**src/sv/sha256_pkg.sv**
```systemverilog
`default_nettype none
package sha256_pkg;

  localparam int unsigned WordW = 32;

  typedef logic [WordW-1:0] word_t;

  typedef struct packed {
    word_t      data_word;
    logic [2:0] valid_bytes;
    logic       last_word;
  } in_req_t;

  typedef struct packed {
    word_t      digest_word;
    logic [2:0] word_index;
    logic       digest_end;
  } out_req_t;

  // Word handed from the front to the back: the word, whether it closes a
  // block, and whether that block closes the message.
  typedef struct packed {
    word_t data;
    logic  blk_end;
    logic  msg_end;
  } qword_t;

  localparam int unsigned QDepth = 4;
  localparam int unsigned QPtrW  = $clog2(QDepth);

  localparam logic [7:0] PadByte = 8'h80;

  localparam word_t InitHash [8] = '{
    32'h6a09e667, 32'hbb67ae85, 32'h3c6ef372, 32'ha54ff53a,
    32'h510e527f, 32'h9b05688c, 32'h1f83d9ab, 32'h5be0cd19
  };

  localparam word_t RoundK [64] = '{
    32'h428a2f98, 32'h71374491, 32'hb5c0fbcf, 32'he9b5dba5,
    32'h3956c25b, 32'h59f111f1, 32'h923f82a4, 32'hab1c5ed5,
    32'hd807aa98, 32'h12835b01, 32'h243185be, 32'h550c7dc3,
    32'h72be5d74, 32'h80deb1fe, 32'h9bdc06a7, 32'hc19bf174,
    32'he49b69c1, 32'hefbe4786, 32'h0fc19dc6, 32'h240ca1cc,
    32'h2de92c6f, 32'h4a7484aa, 32'h5cb0a9dc, 32'h76f988da,
    32'h983e5152, 32'ha831c66d, 32'hb00327c8, 32'hbf597fc7,
    32'hc6e00bf3, 32'hd5a79147, 32'h06ca6351, 32'h14292967,
    32'h27b70a85, 32'h2e1b2138, 32'h4d2c6dfc, 32'h53380d13,
    32'h650a7354, 32'h766a0abb, 32'h81c2c92e, 32'h92722c85,
    32'ha2bfe8a1, 32'ha81a664b, 32'hc24b8b70, 32'hc76c51a3,
    32'hd192e819, 32'hd6990624, 32'hf40e3585, 32'h106aa070,
    32'h19a4c116, 32'h1e376c08, 32'h2748774c, 32'h34b0bcb5,
    32'h391c0cb3, 32'h4ed8aa4a, 32'h5b9cca4f, 32'h682e6ff3,
    32'h748f82ee, 32'h78a5636f, 32'h84c87814, 32'h8cc70208,
    32'h90befffa, 32'ha4506ceb, 32'hbef9a3f7, 32'hc67178f2
  };

  function automatic word_t rotr(input word_t x, input int unsigned n);
    rotr = (x >> n) | (x << (WordW - n));
  endfunction

endpackage
`default_nettype wire

```
**src/sv/sha256_if.sv**
```systemverilog
`default_nettype none
interface sha256_in_if;
  import sha256_pkg::*;
  logic    valid;
  logic    ready;
  in_req_t req;
  modport source (output valid, output req, input ready);
  modport sink (input valid, input req, output ready);
endinterface

interface sha256_out_if;
  import sha256_pkg::*;
  logic     valid;
  logic     ready;
  out_req_t req;
  modport source (output valid, output req, input ready);
  modport sink (input valid, input req, output ready);
endinterface
`default_nettype wire

```
**src/sv/sha256_front.sv**
```systemverilog
`default_nettype none
module sha256_front (
  input  wire logic               clk,
  input  wire logic               rst_n,
  sha256_in_if.sink               in_ch,
  output sha256_pkg::qword_t      q_data,
  output logic                    q_push,
  input  wire logic               q_full
);
  import sha256_pkg::*;

  typedef enum logic [2:0] {
    F_TAKE = 3'b001,
    F_PAD  = 3'b010,
    F_WAIT = 3'b100
  } fstate_t;

  fstate_t     state_r, state_nxt;
  logic [3:0]  fill_r, fill_nxt;
  logic [63:0] bits_r, bits_nxt;
  logic        in_fire, msg_done;
  logic [2:0]  nb;
  word_t       mask, padw;
  qword_t      qw;
  logic        pad_pend_r, pad_pend_nxt, len_ok_r, len_ok_nxt;

  assign in_ch.ready = (state_r == F_TAKE) && !q_full;
  assign in_fire     = in_ch.valid && in_ch.ready;
  assign nb = (in_ch.req.valid_bytes > 3'd4) ? 3'd4 : in_ch.req.valid_bytes;

  always_comb begin
    mask = '0;
    padw = '0;
    case (nb)
      3'd0: begin mask = 32'h0000_0000; padw = {PadByte, 24'h0}; end
      3'd1: begin mask = 32'hff00_0000; padw = {8'h0, PadByte, 16'h0}; end
      3'd2: begin mask = 32'hffff_0000; padw = {16'h0, PadByte, 8'h0}; end
      3'd3: begin mask = 32'hffff_ff00; padw = {24'h0, PadByte}; end
      default: begin mask = 32'hffff_ffff; padw = '0; end
    endcase
  end

  // Pad words after the last one: a lone pad word when the last word was
  // full, then zeros until slot fourteen, then the bit count.
  always_comb begin
    state_nxt = state_r;
    fill_nxt  = fill_r;
    bits_nxt  = bits_r;
    q_push    = 1'b0;
    qw        = '0;
    msg_done  = 1'b0;
    case (state_r)
      F_TAKE: begin
        if (in_fire) begin
          q_push = 1'b1;
          fill_nxt = fill_r + 4'd1;
          if (!in_ch.req.last_word) begin
            qw.data  = in_ch.req.data_word;
            bits_nxt = bits_r + 64'd32;
          end else begin
            qw.data  = (in_ch.req.data_word & mask) | padw;
            bits_nxt = bits_r + {58'd0, nb, 3'd0};
            state_nxt = F_PAD;
          end
          qw.blk_end = (fill_r == 4'd15);
        end
      end
      F_PAD: begin
        if (!q_full) begin
          q_push   = 1'b1;
          fill_nxt = fill_r + 4'd1;
          qw.blk_end = (fill_r == 4'd15);
          if (len_ok_r && fill_r == 4'd14)      qw.data = bits_r[63:32];
          else if (len_ok_r && fill_r == 4'd15) qw.data = bits_r[31:0];
          else                                  qw.data = '0;
          if (fill_r == 4'd15 && len_ok_r) begin
            qw.msg_end = 1'b1;
            msg_done   = 1'b1;
          end
          // The first pad word after a full last word carries the pad byte.
          if (pad_pend_r) qw.data = {PadByte, 24'h0};
        end
      end
      default: begin
        state_nxt = F_TAKE;
      end
    endcase
    if (msg_done) begin
      state_nxt = F_TAKE;
      bits_nxt  = '0;
    end
  end

  // len_ok marks that the length words may go out: slot fourteen was reached
  // with no pad byte still pending.
  always_comb begin
    pad_pend_nxt = pad_pend_r;
    len_ok_nxt   = len_ok_r;
    if (state_r == F_TAKE && in_fire && in_ch.req.last_word) begin
      pad_pend_nxt = (nb == 3'd4);
      len_ok_nxt   = (nb != 3'd4) && (fill_r == 4'd13);
    end else if (state_r == F_PAD && !q_full) begin
      pad_pend_nxt = 1'b0;
      if (fill_r == 4'd13) len_ok_nxt = 1'b1;
      if (msg_done) len_ok_nxt = 1'b0;
    end
  end

  always_ff @(posedge clk) begin
    if (!rst_n) begin
      state_r    <= F_TAKE;
      fill_r     <= '0;
      bits_r     <= '0;
      pad_pend_r <= 1'b0;
      len_ok_r   <= 1'b0;
    end else begin
      state_r    <= state_nxt;
      fill_r     <= fill_nxt;
      bits_r     <= bits_nxt;
      pad_pend_r <= pad_pend_nxt;
      len_ok_r   <= len_ok_nxt;
    end
  end

  assign q_data = qw;
endmodule
`default_nettype wire

```
**src/sv/sha256_queue.sv**
```systemverilog
`default_nettype none
module sha256_queue (
  input  wire logic               clk,
  input  wire logic               rst_n,
  input  wire sha256_pkg::qword_t wr_data,
  input  wire logic               wr_en,
  output logic                    full,
  output sha256_pkg::qword_t      rd_data,
  output logic                    rd_valid,
  input  wire logic               rd_en
);
  import sha256_pkg::*;

  qword_t           mem_r [QDepth];
  logic [QPtrW-1:0] wp_r, rp_r;
  logic [QPtrW:0]   cnt_r;

  assign full     = (cnt_r == QPtrW'(0) + (QPtrW+1)'(QDepth));
  assign rd_valid = (cnt_r != '0);
  assign rd_data  = mem_r[rp_r];

  always_ff @(posedge clk) begin
    if (wr_en) mem_r[wp_r] <= wr_data;
  end

  always_ff @(posedge clk) begin
    if (!rst_n) begin
      wp_r  <= '0;
      rp_r  <= '0;
      cnt_r <= '0;
    end else begin
      if (wr_en) wp_r <= wp_r + QPtrW'(1);
      if (rd_en) rp_r <= rp_r + QPtrW'(1);
      cnt_r <= cnt_r + (QPtrW+1)'(wr_en) - (QPtrW+1)'(rd_en);
    end
  end
endmodule
`default_nettype wire

```
**src/sv/sha256_back.sv**
```systemverilog
`default_nettype none
module sha256_back (
  input  wire logic               clk,
  input  wire logic               rst_n,
  input  wire sha256_pkg::qword_t q_data,
  input  wire logic               q_valid,
  output logic                    q_pop,
  sha256_out_if.source            out_ch
);
  import sha256_pkg::*;

  typedef enum logic [3:0] {
    B_LOAD = 4'b0001,
    B_RND  = 4'b0010,
    B_ADD  = 4'b0100,
    B_EMIT = 4'b1000
  } bstate_t;

  bstate_t    state_r, state_nxt;
  word_t      w_r [16];
  word_t      h_r [8];
  word_t      v_r [8];
  logic [5:0] rnd_r;
  logic [2:0] oidx_r;
  logic       fin_r;
  word_t      s0, s1, wnew, wcur, t1, t2, e, a;

  assign q_pop = (state_r == B_LOAD) && q_valid;

  always_comb begin
    s0   = rotr(w_r[1], 7) ^ rotr(w_r[1], 18) ^ (w_r[1] >> 3);
    s1   = rotr(w_r[14], 17) ^ rotr(w_r[14], 19) ^ (w_r[14] >> 10);
    wnew = w_r[0] + s0 + w_r[9] + s1;
    wcur = w_r[0];
    e = v_r[4];
    a = v_r[0];
    t1 = v_r[7] + (rotr(e, 6) ^ rotr(e, 11) ^ rotr(e, 25))
       + (v_r[6] ^ (e & (v_r[5] ^ v_r[6]))) + RoundK[rnd_r] + wcur;
    t2 = (rotr(a, 2) ^ rotr(a, 13) ^ rotr(a, 22))
       + ((a & v_r[1]) | (v_r[2] & (a | v_r[1])));
  end

  always_comb begin
    state_nxt = state_r;
    case (state_r)
      B_LOAD: if (q_valid && q_data.blk_end) state_nxt = B_RND;
      B_RND:  if (rnd_r == 6'd63) state_nxt = B_ADD;
      B_ADD:  state_nxt = fin_r ? B_EMIT : B_LOAD;
      B_EMIT: if (out_ch.ready && oidx_r == 3'd7) state_nxt = B_LOAD;
      default: state_nxt = B_LOAD;
    endcase
  end

  always_ff @(posedge clk) begin
    if (state_r == B_LOAD && q_valid) begin
      for (int i = 0; i < 15; i++) w_r[i] <= w_r[i+1];
      w_r[15] <= q_data.data;
      for (int i = 0; i < 8; i++) v_r[i] <= h_r[i];
    end else if (state_r == B_RND) begin
      for (int i = 0; i < 15; i++) w_r[i] <= w_r[i+1];
      w_r[15] <= wnew;
      v_r[7] <= v_r[6]; v_r[6] <= v_r[5]; v_r[5] <= v_r[4];
      v_r[4] <= v_r[3] + t1;
      v_r[3] <= v_r[2]; v_r[2] <= v_r[1]; v_r[1] <= v_r[0];
      v_r[0] <= t1 + t2;
    end
  end

  always_ff @(posedge clk) begin
    if (!rst_n) begin
      state_r <= B_LOAD;
      rnd_r   <= '0;
      oidx_r  <= '0;
      fin_r   <= 1'b0;
      for (int i = 0; i < 8; i++) h_r[i] <= InitHash[i];
    end else begin
      state_r <= state_nxt;
      if (q_pop && q_data.blk_end) fin_r <= q_data.msg_end;
      if (state_r == B_RND) rnd_r <= rnd_r + 6'd1;
      if (state_r == B_ADD)
        for (int i = 0; i < 8; i++) h_r[i] <= h_r[i] + v_r[i];
      if (state_r == B_EMIT && out_ch.ready) begin
        oidx_r <= oidx_r + 3'd1;
        if (oidx_r == 3'd7)
          for (int i = 0; i < 8; i++) h_r[i] <= InitHash[i];
      end
    end
  end

  assign out_ch.valid           = (state_r == B_EMIT);
  assign out_ch.req.digest_word = h_r[oidx_r];
  assign out_ch.req.word_index  = oidx_r;
  assign out_ch.req.digest_end  = (oidx_r == 3'd7);
endmodule
`default_nettype wire

```
**src/sv/sha256_message_hasher_core.sv**
```systemverilog
// Channel | Dir | Payload                                | Handshake
// in_ch   | in  | data_word[31:0] valid_bytes[2:0] last  | valid/ready
// out_ch  | out | digest_word[31:0] word_index[2:0] end  | valid/ready
// The front adds pad words and takes one word per cycle into a four-entry queue,
// except while padding or when the queue is full. The back loads a 16-word block,
// runs 64 rounds and does the final add, one block at a time on one round unit.
// A finished message yields eight digest requests, one per cycle while ready.
// Synchronous reset restores the initial hash and an empty block.
`default_nettype none
module sha256_message_hasher_core (
  input wire logic     clk,
  input wire logic     rst_n,
  sha256_in_if.sink    in_ch,
  sha256_out_if.source out_ch
);
  import sha256_pkg::*;

  qword_t fq_data, qb_data;
  logic   fq_push, q_full, q_valid, q_pop;

  sha256_front u_front (
    .clk(clk), .rst_n(rst_n), .in_ch(in_ch),
    .q_data(fq_data), .q_push(fq_push), .q_full(q_full)
  );

  sha256_queue u_queue (
    .clk(clk), .rst_n(rst_n), .wr_data(fq_data), .wr_en(fq_push), .full(q_full),
    .rd_data(qb_data), .rd_valid(q_valid), .rd_en(q_pop)
  );

  sha256_back u_back (
    .clk(clk), .rst_n(rst_n), .q_data(qb_data), .q_valid(q_valid),
    .q_pop(q_pop), .out_ch(out_ch)
  );
endmodule
`default_nettype wire

```
**src/flat_wrapper.sv**
```systemverilog
// flat-port wrapper written by rule: the top's interface ports become plain ports
module sha256_message_hasher_core_flat import sha256_pkg::*;
  (clk, rst_n, in_ch_valid, in_ch_req, in_ch_ready, out_ch_valid, out_ch_req, out_ch_ready);
  sha256_in_if in_ch_i ();
  sha256_out_if out_ch_i ();
  input wire logic clk;
  input wire logic rst_n;
  input wire logic [$bits(in_ch_i.valid)-1:0] in_ch_valid;
  input wire logic [$bits(in_ch_i.req)-1:0] in_ch_req;
  output wire logic [$bits(in_ch_i.ready)-1:0] in_ch_ready;
  output wire logic [$bits(out_ch_i.valid)-1:0] out_ch_valid;
  output wire logic [$bits(out_ch_i.req)-1:0] out_ch_req;
  input wire logic [$bits(out_ch_i.ready)-1:0] out_ch_ready;
  assign in_ch_i.valid = in_ch_valid;
  assign in_ch_i.req = in_ch_req;
  assign in_ch_ready = in_ch_i.ready;
  assign out_ch_valid = out_ch_i.valid;
  assign out_ch_req = out_ch_i.req;
  assign out_ch_i.ready = out_ch_ready;
  sha256_message_hasher_core u_core (.clk(clk), .rst_n(rst_n), .in_ch(in_ch_i), .out_ch(out_ch_i));
endmodule
```
**config.mk**
```make
export PLATFORM = sky130hd
export DESIGN_NAME = sha256_message_hasher_core_flat
export DESIGN_NICKNAME = d
export VERILOG_FILES = /design/src/sv/sha256_pkg.sv /design/src/sv/sha256_if.sv /design/src/sv/sha256_front.sv /design/src/sv/sha256_queue.sv /design/src/sv/sha256_back.sv /design/src/sv/sha256_message_hasher_core.sv /design/src/flat_wrapper.sv
export SDC_FILE = /design/constraint.sdc
export NUM_CORES = 2
export LEC_CHECK = 0
export BUFFER_PORTS_ARGS = -buffer_cell sky130_fd_sc_hd__buf_4
export CAP_MARGIN = 20
export CORE_ASPECT_RATIO = 1.4
export CORE_MARGIN = 2
export CORE_UTILIZATION = 50
export CTS_BUF_LIST = sky130_fd_sc_hd__clkbuf_4 sky130_fd_sc_hd__clkbuf_8
export DETAILED_ROUTE_END_ITERATION = 10
export PLACE_DENSITY = 0.65
export SETUP_SLACK_MARGIN = 0.05
export SYNTH_ARGS = -nofsm -noshare
export SYNTH_HDL_FRONTEND = slang
export SYNTH_SLANG_ARGS = --single-unit
```
**constraint.sdc**
```tcl
create_clock -name clk -period 22 [get_ports clk]
set_input_delay 3.3 -clock clk [delete_from_list [all_inputs] [get_ports clk]]
set_output_delay 3.3 -clock clk [all_outputs]
set_load 0.1 [all_outputs]
```
======== Word level (Yosys, flattened, before mapping) ========
Memories as Yosys holds them, arrays and structs flattened. A register that Yosys moved wholly into a read port is not among the register bits.
Index checks and enable logic that the tools add are counted.
word-level totals
  bits in registers ....................... 94
  memory bits (writable) .................. 1160
  memory bits (read-only) ................. 2048
  bits of input ports ..................... 40
  output and inout bits ................... 38
  word-level logic and storage cells ...... 260
  memories ................................ 5
operators by class
  add/sub/neg operators ................... 27
  magnitude comparators ................... 2
  equal/unequal tests ..................... 23
  mux-type cells .......................... 96
  bitwise gates (word level) .............. 70
  reductions and logical operators ........ 25
memory list
  name                  words  bits a word  rd ports  clocked after memory_dff  wr ports  RTL line            RTL
  (no name shown)       64     32           1         0                         0         sha256_back.sv:38   + (v_r[6] ^ (e & (v_r[5] ^ v_r[6]))) + RoundK[rnd_r] + wcur;
  u_core.u_back.w_r     16     32           16        0                         16        sha256_back.sv:20   word_t w_r [16];
  u_core.u_back.h_r     8      32           9         1                         8         sha256_back.sv:21   word_t h_r [8];
  u_core.u_back.v_r     8      32           8         0                         8         sha256_back.sv:22   word_t v_r [8];
  u_core.u_queue.mem_r  4      34           1         1                         1         sha256_queue.sv:14  qword_t mem_r [QDepth];
operators by type and width
  cell                     number
  $mux W32                 46
  $add A32 B32 Y32         18
  $pmux W32 S4             2
  $xor A32 B32 Y32         8
  $and A32 B32 Y32         4
  $or A32 B32 Y32          3
  $pmux W33 S2             1
  $add A64 B6 Y64          1
  $add A64 B6 Y64 const B  1
  $mux W64                 1
  $or A1 B1 Y1             40
  $mux W34                 1
  $mux W33                 1
  $or A10 B32 Y32          1
  $or A13 B32 Y32          1
  $or A14 B32 Y32          1
  $or A15 B32 Y32          1
  $or A19 B32 Y32          1
  $or A21 B32 Y32          1
  $or A25 B32 Y32          1
  $or A26 B32 Y32          1
  $or A30 B32 Y32          1
  $or A7 B32 Y32           1
  $xor A32 B22 Y32         1
  38 further kinds         105

======== Longest topological paths before layout ========
An unclocked memory read counts as a cell.
  depth in word-level cells ............... 10
  depth in mapped cells ................... 40
  gate-level depth less buffers ........... 38

======== Cells and area by module ========
From an unflattened synthesis, not the netlist that was laid out.
unflattened totals
  cell total of the unflattened synthesis .. 6815
  area, all modules ....................... 74161.1 µm²
by module, submodules not included
  module        instances  cells an instance  area an instance (µm²)  sequential area each (µm²)
  sha256_back   1          6061               64649.5                 29808.6
  sha256_queue  1          221                5398.9                  4264.1
  sha256_front  1          533                4112.7                  1381.3

======== Worst setup path before layout ========
No wires, ideal clock.
  path kind ............................... reg2reg
  start ................................... register u_core.u_back.state_r[1]
  end ..................................... memory u_core.u_back.v_r[0][0] (netlist bit), enable pin
  library setup time ...................... 5.315 ns
  arrival ................................. 13.698 ns
  required time ........................... 16.685 ns
  path slack .............................. 2.987 ns
  stages on the path, launching flop included .. 6
  path buffers ............................ 3
  period minus slack after synthesis ...... 19.013 ns
  cell sequence ........................... dfxtp_1 -> or4b_2 -> clkbuf_1 -> clkbuf_1 -> clkbuf_1 -> nand2_1
RTL lines
  what                      RTL line           RTL
  start: declaration        sha256_back.sv:19  bstate_t state_r, state_nxt;
  start signal: assignment  sha256_back.sv:77  state_r <= state_nxt;
  end: declaration          sha256_back.sv:22

==> reports/metrics.csv <==
metric;value;unit
status;finished, final reports clean;
critPathLaunchType;register;
grt_usage;30.4;%
cts_htree_levels;4;
drive_gt1_share;10.7;%
syn_avg_cell_area;11.0;sq um
ys_types;101;
hold_start;u_core.u_back.w_r[1][25]$_DFFE_PP_;
cp.arrival;12.17;ns
r2r_slack;10.65;ns
crit_fanout;28;
avgViaCountPerCell;5.91;
clk_latency;0.99;ns
die_height;457;um
met1_usage;33.9;%
cts_root_buf;clkbuf_8;
crit_required;22.82;ns
drv_slew;0;
min_path_type;reg2reg;
ys_top_cells_by_area;edfxtp_1 42%, ha_1 6.9%, dfxtp_1 6.1%;
synth_fp_nets;7331;
setup_tns;0;ns
grt_max_degree;173;
synth_ff_type;edfxtp_1;
r2r_start;u_core.u_back.rnd_r[0]$_SDFFE_PN0P_;
met3_usage;4.22;%
crit_path_end_kind;register;
post_cts_resized;0;
core;0.146;sq mm
cts_buffer_depth;3;
synthCells;6687;
ant_nets;0;
synth_fa_ha_area_share;12.7;%
yosysWarnings;0;
yosys.area.top_type;edfxtp_1;
synth-edff-count;1032;
finalHoldViolCount;0;
clk_pin_slew_worst_paths;0.07;ns
worstRegToRegCells;38;
tightest_slew;1.07;ns
gr-total-overflow;0;
slew_headroom;28.1;%
die-area;0.150;sq mm
cts_buffers;194;
fin_nets;7405;
dp_hpwl;171000;um
min_to;u_core.u_back.w_r[0][249]$_DFFE_PP_;
hold_buffers;0;
tritoncts;done;
synth_seq_cells;1255;
post-route-period-util;51.6;%
numPortBuffers;77;
r2r-end;u_core.u_back.v_r[0][31]$_DFFE_PP_;
yosysTopAreaCellShare;42.2;%
cap_violations;0;
period_minus_slack;11.35;ns
pin_count;78;
num_vias;52400;
avgRoutedWirePerCell;25.7;um
synth-compound-area-share;12.6;%
fin_skew;0.0585;ns
fmax;88.1;MHz
synth_mux_area_share;4.25;%
ys_seq_area_share;48.3;%
gp_congestion;0.958;
hold_depth;0;
async_reset_ff_share;0;%
syn_to_final_growth;9.36;%
rsz0062_at_grt;no;
grtUsageMet2;53.5;%
postCtsSetupBuffers;0;
synth_xor_area_share;7.50;%
max_stage_delay;0.81;ns
dr.first_iter.drc_count;4179;
start_util;50.2;%
grt.busiest_layer;met2;
worstSetupPathType;reg2reg;
fp.dieW;328;um
setup_viol;0;
cp_slowest_cell;o21ai_0;
rows;166;
syn_area;0.0734;sq mm
wl;228000;um
grt_pass1_wl;336000;um
grt_pass1_vias;53200;
antenna_found_initial;4;
synth_top_family_by_area;adder cells;
clkSinkCount;1255;
dr.pass1.iters;8;
synth_simple_gate_area_share;11.7;%
drc;0;
-- kinds of logic after synthesis --
logic type | Yosys count
AND/OR/NAND/NOR | 1984
AO/OA/AOI/OAI | 1447
flip-flops | 1255
adder cells (fa/ha/maj) | 634
XOR/XNOR | 627
buffers and inverters | 563
multiplexers | 177
-- worst max-delay path: cells and delay by family, from the launching register on --
family	cells	cell delay [ns]
buffers and inverters	5	1.11
flip-flops	1	0.30
XOR/XNOR	2	0.53
AO/OA/AOI/OAI	18	4.89
AND/OR/NAND/NOR	5	0.93
adder cells (fa/ha/maj)	8	3.44
-- worst max-delay path by stage --
| stage | startpoint | to | slack, ns |
|---|---|---|---|
| 2_1_floorplan | u_core.u_back.state_r[1]$_SDFFE_PN0P_ | u_core.u_back.v_r[0][0]$_DFFE_PP_ | 2.99 |
| 3_3_place_gp | u_core.u_back.rnd_r[0]$_SDFFE_PN0P_ | u_core.u_back.v_r[0][31]$_DFFE_PP_ | 10.86 |
| 3_5_place_dp | u_core.u_back.rnd_r[0]$_SDFFE_PN0P_ | u_core.u_back.v_r[0][31]$_DFFE_PP_ | 10.74 |
| 4_1_cts | u_core.u_back.rnd_r[0]$_SDFFE_PN0P_ | u_core.u_back.v_r[0][31]$_DFFE_PP_ | 10.75 |
| 5_1_grt | u_core.u_back.rnd_r[0]$_SDFFE_PN0P_ | u_core.u_back.v_r[0][31]$_DFFE_PP_ | 10.09 |
| 6_report | u_core.u_back.rnd_r[0]$_SDFFE_PN0P_ | u_core.u_back.v_r[0][31]$_DFFE_PP_ | 10.65 |
-- layer usage --
metal  wire length [um]  vias to the layer above
met4              17600                        2
met2             116000                     1732
met5                  8                        -
li1                   -                    24200
met3              11700                      571
met1              83000                    25900
-- layout by cell type (no fill, tap or decap), types with 197 or more instances in the layout --
cell type	netlist	layout
xnor2_1	426	426
a21oi_1	435	435
inv_1	259	257
nand2_1	1086	1082
edfxtp_1	1032	1032
ha_1	407	407
dfxtp_1	223	216
xor2_1	200	200
fa_1	197	197
o21ai_0	332	332
clkbuf_8	0	213
nor2_1	397	395
-- Yosys cell counts, types with 44 or more instances --
cell type,instances
a31oi_1,44
o21a_1,44
nor3_1,73
and3_1,45
a21oi_1,435
o21bai_1,49
o211ai_1,62
fa_1,197
nand2_1,1086
nand2b_1,68
clkbuf_1,269
a21o_1,161
xor2_1,200
o21ai_0,332
xnor2_1,426
a211oi_1,51
dfxtp_1,223
mux4_2,102
nand3_1,99
edfxtp_1,1032
ha_1,407
nor2_1,397
nor2b_1,56
inv_1,259
mux2_2,56
-- through the flow --
step / worst slack (ns) / util (%) / cells / hold slack, ns / cell area (sq um)
floorplan: 2.99 / - / 6687 / 0.400 / 73400
global placement: 10.86 / 52.1 / 8493 / 0.401 / 76100
detailed placement: 10.74 / 52.1 / 8496 / 0.405 / 76100
CTS: 10.75 / 54.9 / 8857 / 0.395 / 80200
global route: 10.09 / 55.0 / 8859 / 0.406 / 80200
finish: 10.65 / 55.0 / 8859 / 0.400 / 80200
-- cell type report --
type	instances	area, sq um
Antenna cell	1	2.50
Multi-Input combinational cell	4869	35900
Clock inverter	80	658
Clock buffer	281	3440
Timing Repair Buffer	177	1370
Inverter	264	993
Sequential cell	1255	35500
Tap cell	1932	2420
Fill cell	12600	65800
-- registers in the layout, summed over array words and instances, names as in the netlist, named ones only --
| register | count |
|---|---|
| u_core.u_queue.mem_r | 136 |
| u_core.u_back.oidx_r | 3 |
| u_core.u_front.fill_r | 4 |
| u_core.u_back.fin_r | 1 |
| u_core.u_back.rnd_r | 6 |
| u_core.u_front.bits_r | 61 |
| u_core.u_front.pad_pend_r | 1 |
| u_core.u_back.h_r | 256 |
| u_core.u_back.state_r | 4 |
| u_core.u_back.v_r | 256 |
| u_core.u_front.len_ok_r | 1 |
| u_core.u_front.state_r | 2 |
| u_core.u_queue.cnt_r | 3 |
| u_core.u_back.w_r | 512 |
| u_core.u_queue.rp_r | 2 |
| u_core.u_queue.wp_r | 2 |
Power is left out: the tool's default activity adds up to more than one toggle a clock period on the data nets, which glitch-free logic cannot reach.
